<file path="src/sv/tmc_pkg.sv">
// ============================================================================
// tmc_pkg - shared types and constants for the tour mutation and cost block
// Field layout, opcodes, status codes and controller/datapath interface.
// ============================================================================
package tmc_pkg;

    localparam int MAX_CITIES = 1024;
    localparam int COORD_BITS = 16;

    localparam int IDX_W   = $clog2(MAX_CITIES);
    localparam int SIZE_W  = IDX_W + 1;
    localparam int CITY_W  = IDX_W;
    localparam int COORD_W = 2 * COORD_BITS;
    localparam int DIFF_W  = COORD_BITS + 1;
    localparam int SQ_W    = 2 * COORD_BITS;
    localparam int COST_W  = 44;
    localparam int DRAW_W  = 7;
    localparam int RATE_W  = 7;
    localparam int STAT_W  = 2;
    localparam int OP_W    = 2;

    localparam logic [SIZE_W-1:0] MAX_SIZE = SIZE_W'(MAX_CITIES);
    localparam logic [COST_W-1:0] COST_MAX = '1;

    // input tdata layout
    localparam int OP_LSB    = 0;
    localparam int I1_LSB    = OP_LSB + OP_W;
    localparam int I2_LSB    = I1_LSB + IDX_W;
    localparam int CITY_LSB  = I2_LSB + IDX_W;
    localparam int X_LSB     = CITY_LSB + CITY_W;
    localparam int Y_LSB     = X_LSB + 16;
    localparam int DRAW_LSB  = Y_LSB + 16;
    localparam int S_TDATA_W = 72;

    // output tdata layout
    localparam int M_TDATA_W = 48;
    localparam int M_PAD_W   = M_TDATA_W - COST_W - STAT_W;

    // config port
    localparam int CFG_IDX_W = 2;
    localparam int CFG_W     = 11;

    typedef enum logic [OP_W-1:0] {
        OP_LOAD_COORD = 2'd0,
        OP_LOAD_SLOT  = 2'd1,
        OP_MUTATE     = 2'd2,
        OP_RECOMPUTE  = 2'd3
    } opcode_t;

    typedef enum logic [STAT_W-1:0] {
        ST_OK        = 2'd0,
        ST_REJECT    = 2'd1,
        ST_BAD_INDEX = 2'd2
    } status_t;

    typedef enum logic [CFG_IDX_W-1:0] {
        CFG_TOUR_SIZE = 2'd0,
        CFG_RATE      = 2'd1,
        CFG_POLICY    = 2'd2
    } cfg_index_t;

    typedef struct packed {
        logic    latch;
        logic    wr_coord;
        logic    wr_slot;
        logic    perm_start;
        logic    walk_start;
        logic    load_out;
        status_t out_status;
    } dp_cmd_t;

    typedef struct packed {
        opcode_t op;
        logic    load_bad;
        logic    draw_reject;
        logic    mut_idx_bad;
        logic    perm_busy;
        logic    walk_busy;
    } dp_stat_t;

endpackage

</file>
<file path="src/sv/tmc_ctrl.sv">
// ============================================================================
// tmc_ctrl - item sequencer
// Accepts one item, decodes it, writes a RAM or runs permutation and/or cost walk, emits result.
// ============================================================================
module tmc_ctrl
    import tmc_pkg::*;
(
    input  logic     aclk,
    input  logic     aresetn,
    input  logic     s_tvalid,
    output logic     s_tready,
    output logic     m_tvalid,
    input  logic     m_tready,
    output dp_cmd_t  cmd,
    input  dp_stat_t stat
);

    typedef enum logic [2:0] {
        S_IDLE,
        S_DECODE,
        S_PERM,
        S_WALK,
        S_FINISH
    } state_t;

    state_t  state_reg, state_next;
    status_t st_reg, st_next;
    logic    m_tvalid_reg;

    always_comb begin
        cmd            = '0;
        cmd.out_status = st_reg;
        state_next     = state_reg;
        st_next        = st_reg;
        unique case (state_reg)
            S_IDLE: begin
                if (s_tvalid) begin
                    cmd.latch  = 1'b1;
                    state_next = S_DECODE;
                end
            end
            S_DECODE: begin
                st_next = ST_OK;
                unique case (stat.op)
                    OP_LOAD_COORD: begin
                        if (stat.load_bad) st_next = ST_BAD_INDEX;
                        else               cmd.wr_coord = 1'b1;
                        state_next = S_FINISH;
                    end
                    OP_LOAD_SLOT: begin
                        if (stat.load_bad) st_next = ST_BAD_INDEX;
                        else               cmd.wr_slot = 1'b1;
                        state_next = S_FINISH;
                    end
                    OP_MUTATE: begin
                        priority if (stat.draw_reject) begin
                            st_next    = ST_REJECT;
                            state_next = S_FINISH;
                        end else if (stat.mut_idx_bad) begin
                            st_next    = ST_BAD_INDEX;
                            state_next = S_FINISH;
                        end else begin
                            cmd.perm_start = 1'b1;
                            state_next     = S_PERM;
                        end
                    end
                    OP_RECOMPUTE: begin
                        cmd.walk_start = 1'b1;
                        state_next     = S_WALK;
                    end
                endcase
            end
            S_PERM: begin
                if (!stat.perm_busy) begin
                    cmd.walk_start = 1'b1;
                    state_next     = S_WALK;
                end
            end
            S_WALK: begin
                if (!stat.walk_busy) state_next = S_FINISH;
            end
            S_FINISH: begin
                if (!m_tvalid_reg || m_tready) begin
                    cmd.load_out = 1'b1;
                    state_next   = S_IDLE;
                end
            end
            default: state_next = S_IDLE;
        endcase
    end

    always_ff @(posedge aclk) begin
        if (!aresetn) begin
            state_reg    <= S_IDLE;
            st_reg       <= ST_OK;
            m_tvalid_reg <= 1'b0;
        end else begin
            state_reg <= state_next;
            st_reg    <= st_next;
            if (cmd.load_out)  m_tvalid_reg <= 1'b1;
            else if (m_tready) m_tvalid_reg <= 1'b0;
        end
    end

    assign s_tready = (state_reg == S_IDLE);
    assign m_tvalid = m_tvalid_reg;

endmodule

</file>
<file path="config.mk">
export PLATFORM = sky130hd
export DESIGN_NAME = tmc_ctrl
export DESIGN_NICKNAME = d
export VERILOG_FILES = /design/src/sv/tmc_pkg.sv /design/src/sv/tmc_ctrl.sv
export SDC_FILE = /design/constraint.sdc
export NUM_CORES = 1
export LEC_CHECK = 0
export BUFFER_PORTS_ARGS = -buffer_cell sky130_fd_sc_hd__buf_2
export CAP_MARGIN = 20
export CORE_AREA = 2 2 40 42
export DETAILED_ROUTE_END_ITERATION = 10
export DIE_AREA = 0 0 42 44
export PLACE_DENSITY_LB_ADDON = 0.1
export SETUP_SLACK_MARGIN = 0.1
export SLEW_MARGIN = 20
export SYNTH_ARGS = -nofsm -noshare
export SYNTH_HDL_FRONTEND = slang
export SYNTH_SLANG_ARGS = --single-unit
</file>
<file path="constraint.sdc">
create_clock -name aclk -period 1.1 [get_ports aclk]
set_input_delay 0.11 -clock aclk [delete_from_list [all_inputs] [get_ports aclk]]
set_output_delay 0.11 -clock aclk [all_outputs]
set_load 0.01 [all_outputs]
</file>
==> results.toml, run 1 <==
[timing]
skew_ns = 0.006975
fin_crit_ns = 1.453
max_freq_mhz = 688.4
slew-limit-headroom_pct = 84.25
hold_violations = 0
tightest_slew_ns = 0.2358
setup_viol = 11
setup_tns_ns = -1.936
holdWs_ns = 0.1561
slew_violations = 0
layout_setup_ws_ns = -0.3526
rsz0062_at_grt = "yes"
finalCritPeriodShare_pct = 132.1

[yosys]
synthFlopType = "dfxtp_1"
yosys_warnings = 0
syn_inst = 47
ys_seq_area_share_pct = 30.57
synth_area_um2 = 392.9
synth.distinct_cells = 27
ys_ff_latch = 6
synthArstFlopShare_pct = 0
yosysTopAreaCellShare_pct = 30.57
synth_area_per_cell_um2 = 8.359
synth_edf_count = 0
synth_fp_nets = 58
yosysTopAreaCell = "dfxtp_1"
synthTopCellsByCount = "dfxtp_1, nand2_1, nor2_1, nor2b_1, nor3b_1"
synth_area_leaders = "dfxtp_1, nand2_1, nor3b_1"

[route]
routed_wl_um = 1092
drc = 0
wl_per_cell_um = 11.74
vias_per_cell = 4.935
vias = 459
firstDrtPassIters = 3
drtIter0Drc = 8
antenna_left = 0

[clock_tree]
numCtsBuffers = 3
clk_latency_ns = 0.24
postCtsHoldBufs = 0
clock-sinks = 6
tritoncts = "built"
clock_tree.buffer_depth = 2
root_buffer = "clkbuf_4"
worst_setup_hold_path_clk_slew_ns = 0.05
h-tree-depth = 1

[power_and_ir_drop]
pwr_density_cell_nw_per_um2 = 1055
p_switching_w = 0.0002077
clkPwrFrac_pct = 27.9
ir_drop_mv = 0.7585
leakagePower_nw = 0.3055
combPwrFrac_pct = 37.4
intPower_w = 0.0004921
sw_frac_of_total_pct = 29.69
pwr-share-seq_pct = 34.8

[critical_path]
rr_startpoint = "state_reg[1]"
slowest_delay_ns = 0.42
crit_path_end_kind = "output port"
cp_max_fo = 3
path_depth = 3
worst_setup_path_start_kind = "flop"
rr_worst_depth = 5
r2r_slack_ns = -0.23
cp.buffers_inverters = 1
crit_arrival_ns = 1.34
cp.required_ns = 0.99
slowest_stage = "or3b_4"
critPathLaunch = "state_reg[1]"
cp_top_family = "simple AND/OR/NAND/NOR gates"
critical_path_class = "reg -> out"
crit_chain = "or3b_4, nor4b_4, buf_2"

[placed_design]
dp_hpwl_um = 820.1
port_buffers = 20
gp_congestion = 0.7654
dpl.cell_count = 86

[grt]
antenna_found_initial = 0
grt_pass1_wl_um = 1800
grt_overflow_total = 0
grt_max_degree = 10
grt_usage_pct = 12.55
first_global_vias = 454

[hold_path]
holdPathStages = 2
hp-class = "in -> reg"
min-delay-start = "aresetn"

[cells_and_area]
drive_gt1_share_pct = 62.34
largest_reg_flops = 3
final_net_count = 90
diodes = 0
fin_cells = 93
areaGrowthSynthToFinish_pct = 68.79

[outcome]
violations = "negative setup slack"
status = "complete, but fails checks"

[floorplanning]
initial_core_util_pct = 27.69
dieArea_um2 = 1848
boundaryPins = 21
die_w_um = 42
rows = 14
die_height_um = 44
coreArea_um2 = 1419

[job]
max_cap_violations = 0
-- timing repair --
item                                    4_1_cts  5_1_grt
pin swaps                                     2        2
cloned                                        0        0
setup buffers                                 5        1
gates resized for setup                      10        6
endpoints found under the setup margin       12       13
-- per-stage QoR --
step / power [W] / worst slack, ns / utilization (%) / cell area, µm²
5_1_grt: 0.0007473 / -0.3903 / 46.74 / 663.1
3_5_place_dp: 0.0004453 / -0.1136 / 38.98 / 553.0
6_report: 0.0006998 / -0.3526 / 46.74 / 663.1
4_1_cts: 0.0007016 / -0.3515 / 46.30 / 656.9
2_1_floorplan: 0.0003673 / -0.09536 / - / 417.9
3_3_place_gp: 0.0004456 / -0.09621 / 38.98 / 553.0
-- cells by family (layout without fill, tap and decap cells) --
kind of cell | Yosys count | count (layout) | synth area share [%]
and+or+nand+nor | 26 | 26 | 41.08
AOI/OAI and AO/OA | 11 | 11 | 21.66
buffers and inverters | 4 | 34 | 6.689
DFF | 6 | 6 | 30.57
-- worst reg2reg max path: cells and delay by family, from the launching register on --
family	cells	cell delay, ns
simple gates	2	0.49
flops	1	0.31
buf+inv	2	0.26
compound gates	1	0.15
-- cells in the final DEF (no fill, tap or decap) --
cell / Yosys / routed
clkbuf_4: 0 / 3
nor4b_4: 0 / 1
buf_4: 1 / 7
a21oi_2: 0 / 2
o21ai_0: 2 / 1
o21bai_1: 1 / 1
nor3_4: 0 / 1
buf_6: 1 / 2
nand2_1: 6 / 6
a311oi_2: 0 / 1
nand2b_1: 1 / 1
nor2b_1: 3 / 1
buf_2: 0 / 20
or3b_4: 1 / 1
nor2b_2: 0 / 1
nand4b_1: 1 / 1
a32o_1: 1 / 1
a21boi_1: 1 / 1
dfxtp_1: 6 / 3
a32oi_1: 1 / 1
o21a_1: 1 / 1
nor2_1: 4 / 4
nor2b_4: 0 / 1
a221oi_2: 1 / 1
nor3b_4: 0 / 2
or2_2: 1 / 1
nor4_2: 0 / 1
inv_1: 2 / 2
nand3_1: 1 / 1
nor3b_1: 3 / 2
o21ai_1: 0 / 1
dfxtp_2: 0 / 3
and2_1: 1 / 1
-- path summary, 6_finish.rpt --
check	end
hold / removal	m_tvalid
hold reg to reg	st_reg[0]
setup / recovery	cmd[5]
setup reg to reg	st_reg[1]
-- final cells by class --
| class | count | area (µm²) |
|---|---|---|
| Sequential cell | 6 | 123.9 |
| Fill cell | 144 | 755.7 |
| Multi-Input combinational cell | 37 | 314.1 |
| Timing Repair Buffer | 29 | 175.2 |
| Tap cell | 16 | 20.02 |
| Clock buffer | 3 | 22.52 |
| Inverter | 2 | 7.507 |
-- power groups by stage --
| stage | Combinational (W) | Clock (W) | Sequential, W |
|---|---|---|---|
| 3_3_place_gp | 0.000200 | 0 | 0.000245 |
| 5_1_grt | 0.000286 | 0.000217 | 0.000244 |
| 4_1_cts | 0.000259 | 0.000199 | 0.000243 |
| 3_5_place_dp | 0.000199 | 0 | 0.000246 |
| 6_report | 0.000262 | 0.000195 | 0.000243 |
| 2_1_floorplan | 0.000117 | 0 | 0.000250 |
-- routing by layer --
metal  vias to the layer above  routed length, µm  share of wire (%)  global-route usage, %
li1                        236                  -                  -                      -
met4                         0                  0                  0                  1.935
met3                         0                 52                4.8                  4.167
met1                       212                507                 46                  14.86
met5                         -                  0                  0                      0
met2                        11                532                 49                  22.50
Note: power is estimated with default switching activity, not from simulation.
==> run 2, diff against run 1 <==
Settings changed: CORE_AREA 2 2 40 42 to 5 5 43 45, DIE_AREA 0 0 42 44 to 0 0 48 50, GPL_ROUTABILITY_DRIVEN set to 0.
Clock period 1.1 ns to 1.67 ns, I/O delays scaled along.
==> run 2 against run 1 <==
The run now ends clean. Clock-buffer cell count stayed put. Clock skew is 0.0036 ns lower. Sequential share of layout area is 3.2 points higher. Total power is 39% lower. Cell count is 6.5% lower. Via count is 5.2% lower. Global-route usage is 3.2 points lower. Non-clock buffer count is 6 lower. Die area is 30% higher. Critical endpoint unchanged. Largest cell class unchanged.
==> results.toml, run 2 (synthesis results as in run 1) <==
[clock_tree]
clk_latency_ns = 0.25
numCtsBuffers = 3
postCtsHoldBufs = 0
worst_setup_hold_path_clk_slew_ns = 0.05
clock-sinks = 6
root_buffer = "clkbuf_4"
h-tree-depth = 1
tritoncts = "built"
clock_tree.buffer_depth = 2

[floorplanning]
rows = 14
dieArea_um2 = 2400
coreArea_um2 = 1436
initial_core_util_pct = 27.35
die_height_um = 50
boundaryPins = 21
die_w_um = 48

[placed_design]
dp_hpwl_um = 805.8
post-place-ws_ns = 0.3602
port_buffers = 20

[cells_and_area]
final_net_count = 84
drive_gt1_share_pct = 43.66
layout_commonest_cell = "buf_2"
largest_reg_flops = 3
areaGrowthSynthToFinish_pct = 39.49
diodes = 0
final_cell_mix = "buf_2, nand2_1, dfxtp_1"

[timing]
skew_ns = 0.003338
setup_tns_ns = 0
setup_viol = 0
max_freq_mhz = 643.6
fin_crit_ns = 1.554
tightest_slew_ns = 0.3451
finalCritPeriodShare_pct = 93.04
slew-limit-headroom_pct = 76.95
holdWs_ns = 0.1911
slew_violations = 0
rsz0062_at_grt = "yes"
layout_setup_ws_ns = 0.1163
hold_violations = 0

[grt]
antenna_found_initial = 0
grt_max_degree = 9
grt_overflow_total = 0
grt_pass1_wl_um = 1649
grt_usage_pct = 9.379
first_global_vias = 405

[critical_path]
worst_setup_path_start_kind = "flop"
crit_path_end_kind = "output port"
rr_worst_depth = 4
cp_max_fo = 5
cp.required_ns = 1.50
crit_arrival_ns = 1.39
critical_path_class = "reg -> out"

[power_and_ir_drop]
ir_drop_mv = 0.3729
pwr_density_cell_nw_per_um2 = 773.1
sw_frac_of_total_pct = 30.41
total_power_w = 0.0004237
intPower_w = 0.0002948
pwr-share-seq_pct = 38.2
combPwrFrac_pct = 28.8
clkPwrFrac_pct = 33.1
leakagePower_nw = 0.2593
p_switching_w = 0.0001288

[hold_path]
hp-class = "in -> reg"
holdPathStages = 2

[route]
vias_per_cell = 5.000
drc = 0
routedLengthMet1_um = 462
antenna_left = 0
routed_wl_um = 1031
dr.max_layer_used = "met4"
firstDrtPassIters = 4
wl_per_cell_um = 11.85
met3_length_um = 76
met2RoutedLength_um = 476
vias = 435
drtIter0Drc = 16

[job]
max_cap_violations = 0

[outcome]
status = "completed"
run 2: changes by cell type in the layout (fill, tap and decap cells not counted), sizes merged:
cell | before | now
buf | 29 | 23
run 2: routing by layer:
metal | global-route usage (%) | up-vias
met4 | 4.036 | 0
met1 | 11.66 | 201
met3 | 4.000 | 3
met5 | 0 | -
li1 | - | 219
met2 | 13.66 | 12
run 2: through the flow:
stage               area (µm²)  std cells  utilization, %
finish                   548.0         87           38.15
CTS                      539.3         87           37.54
detailed placement       509.2         83           35.45
global placement         509.2         83           35.45
floorplan                392.9         47               -
global route             548.0         87           38.15
run 2: power by group through the flow:
stage	sequential [W]	combinational (W)	clock, W
after global routing	0.000163	0.000136	0.000149
after global placement	0.000165	0.000118	0
after detailed placement	0.000164	0.000116	0
after floorplan	0.000164	0.0000721	0
final	0.000162	0.000122	0.000140
after CTS	0.000162	0.000121	0.000145
run 2: what timing repair did:
item,CTS,global route
pin swaps,1,0
endpoints found under the setup margin,1,3
gates resized for setup,0,1
setup buffers,1,0
run 2: cell type report:
type | instances | area (µm²)
sequential | 6 | 120.1
inverter | 2 | 7.507
clock buffer | 3 | 22.52
multi-input combinational | 37 | 255.2
fill | 157 | 888.4
timing repair buffer | 23 | 122.6
tap | 16 | 20.02
run 2: critical path, cell delays in order (launching register included):
cell and delay, ns:
dfxtp_1 0.34, or3b_4 0.43, nor4b_4 0.20, buf_2 0.16
run 2: final timing paths:
kind	start	endpoint	slack, ns
worst min register to register	st_reg[0]	st_reg[0]	0.45
worst max register to register	state_reg[1]	st_reg[1]	0.38
worst max-delay path	state_reg[1]	cmd[5]	0.12
worst min-delay path	aresetn	m_tvalid	0.19
==> run 3, diff against run 2 <==
Settings changed: REMOVE_ABC_BUFFERS set to 1.
==> run 3 against run 2 <==
Core utilization grew 1.0 points. Via count shrank 2.3%. Critical path type unchanged. Clock skew is essentially flat. Sequential cell count is the same. Highest routed layer unchanged. Largest cell class unchanged.
==> results.toml, run 3 (synthesis results as in run 1) <==
[route]
routed_wl_um = 1013
wl_per_cell_um = 11.51
vias = 425
drtIter0Drc = 6
antenna_left = 0
drc = 0
firstDrtPassIters = 2
vias_per_cell = 4.830

[grt]
grt_overflow_total = 0
grt_max_degree = 10
grt_pass1_wl_um = 1738
grt_usage_pct = 9.711
first_global_vias = 419
antenna_found_initial = 0

[timing]
layout_setup_ws_ns = 0.1301
skew_ns = 0.002877
hold_violations = 0
slew-limit-headroom_pct = 78.94
setup_tns_ns = 0
tightest_slew_ns = 0.3152
fin_crit_ns = 1.540
slew_violations = 0
setup_viol = 0
max_freq_mhz = 649.4
rsz0062_at_grt = "yes"
finalCritPeriodShare_pct = 92.21

[critical_path]
crit_path_end_kind = "output port"
r2r_slack_ns = 0.40
rr_worst_depth = 4
critical_path_class = "reg -> out"
worst_setup_path_start_kind = "flop"
crit_arrival_ns = 1.37
rr_startpoint = "state_reg[1]"
r2r_end = "st_reg[1]"
cp.required_ns = 1.50
cp_max_fo = 4

[cells_and_area]
drive_gt1_share_pct = 50.00
final_cell_mix = "buf_2, nand2_1, nor2_1, dfxtp_1, buf_4"
fin_cells = 88
fillers = 155
diodes = 0
final_util_pct = 39.20
layout_commonest_cell = "buf_2"
largest_reg_flops = 3
areaGrowthSynthToFinish_pct = 43.31
final_net_count = 85

[placed_design]
dp_hpwl_um = 780.9
post-place-ws_ns = 0.3109
dpl.cell_count = 82
port_buffers = 20

[clock_tree]
worst_setup_hold_path_clk_slew_ns = 0.05
clk_latency_ns = 0.24
h-tree-depth = 1
tritoncts = "built"
clock-sinks = 6
root_buffer = "clkbuf_4"
clock_tree.buffer_depth = 2
numCtsBuffers = 3
postCtsHoldBufs = 0

[floorplanning]
boundaryPins = 21
initial_core_util_pct = 27.35
dieArea_um2 = 2400
die_height_um = 50
coreArea_um2 = 1436
rows = 14
die_w_um = 48

[outcome]
status = "completed"

[power_and_ir_drop]
total_power_w = 0.0004151
ir_drop_mv = 0.3101
leakagePower_nw = 0.2638
pwr_density_cell_nw_per_um2 = 737.2

[hold_path]
hp-class = "in -> reg"
min-delay-start = "aresetn"
hold_end = "m_tvalid"
holdPathStages = 2

[job]
max_cap_violations = 0
[run 3: worst max-delay path: stages, from the launching register on]
cell and delay, ns:
dfxtp_4 0.35, or3b_4 0.41, nor4b_2 0.20, buf_2 0.17
[run 3: final cells by class]
class                      instances  area [µm²]  area share, %
clock buffer                       3       22.52          4.000
inverter                           2       7.507          1.333
multi-input combinational         37       257.7          45.78
sequential                         6       125.1          22.22
tap                               16       20.02          3.556
timing repair buffer              24       130.1          23.11
[run 3: report_power, final]
group / total (W) / internal (W) / switching, W
Clock: 0.000131 / 0.0000811 / 0.0000496
Sequential: 0.000161 / 0.000154 / 0.00000738
Combinational: 0.000123 / 0.0000603 / 0.0000627
Total: 0.000415 / 0.000295 / 0.000120
[run 3: per-stage QoR]
stage	instance area [µm²]	hold slack (ns)
6_report	563.0	0.1989
5_1_grt	563.0	0.2134
4_1_cts	550.5	0.1917
3_5_place_dp	501.7	0.4384
3_3_place_gp	501.7	0.4472
2_1_floorplan	374.1	0.2848
[run 3: timing repair]
| action | CTS | global route |
|---|---|---|
| buffers inserted | 3 | 0 |
| gates resized for setup | 2 | 3 |
| pin swaps | 1 | 0 |
| setup endpoints to repair | 2 | 4 |
| endpoints found under the hold margin | 0 | 0 |
[run 3: how the worst max path moves through the flow]
stage | start | slack, ns | endpoint | cells past startpoint
floorplan | state_reg[0] | 0.29 | cmd[6] | 2
global placement | state_reg[1] | 0.34 | cmd[5] | 3
detailed placement | state_reg[1] | 0.31 | cmd[5] | 3
CTS | state_reg[2] | 0.12 | cmd[5] | 3
global route | state_reg[1] | 0.07 | cmd[5] | 3
finish | state_reg[1] | 0.13 | cmd[5] | 3
[run 3: layer usage]
metal  vias to the layer above  GRT usage [%]  routed length [µm]
met1                       192          12.69                 438
met4                         0          4.036                   8
met5                         -              0                   0
li1                        221              -                   -
met2                        10          13.88                 485
met3                         2          3.636                  80
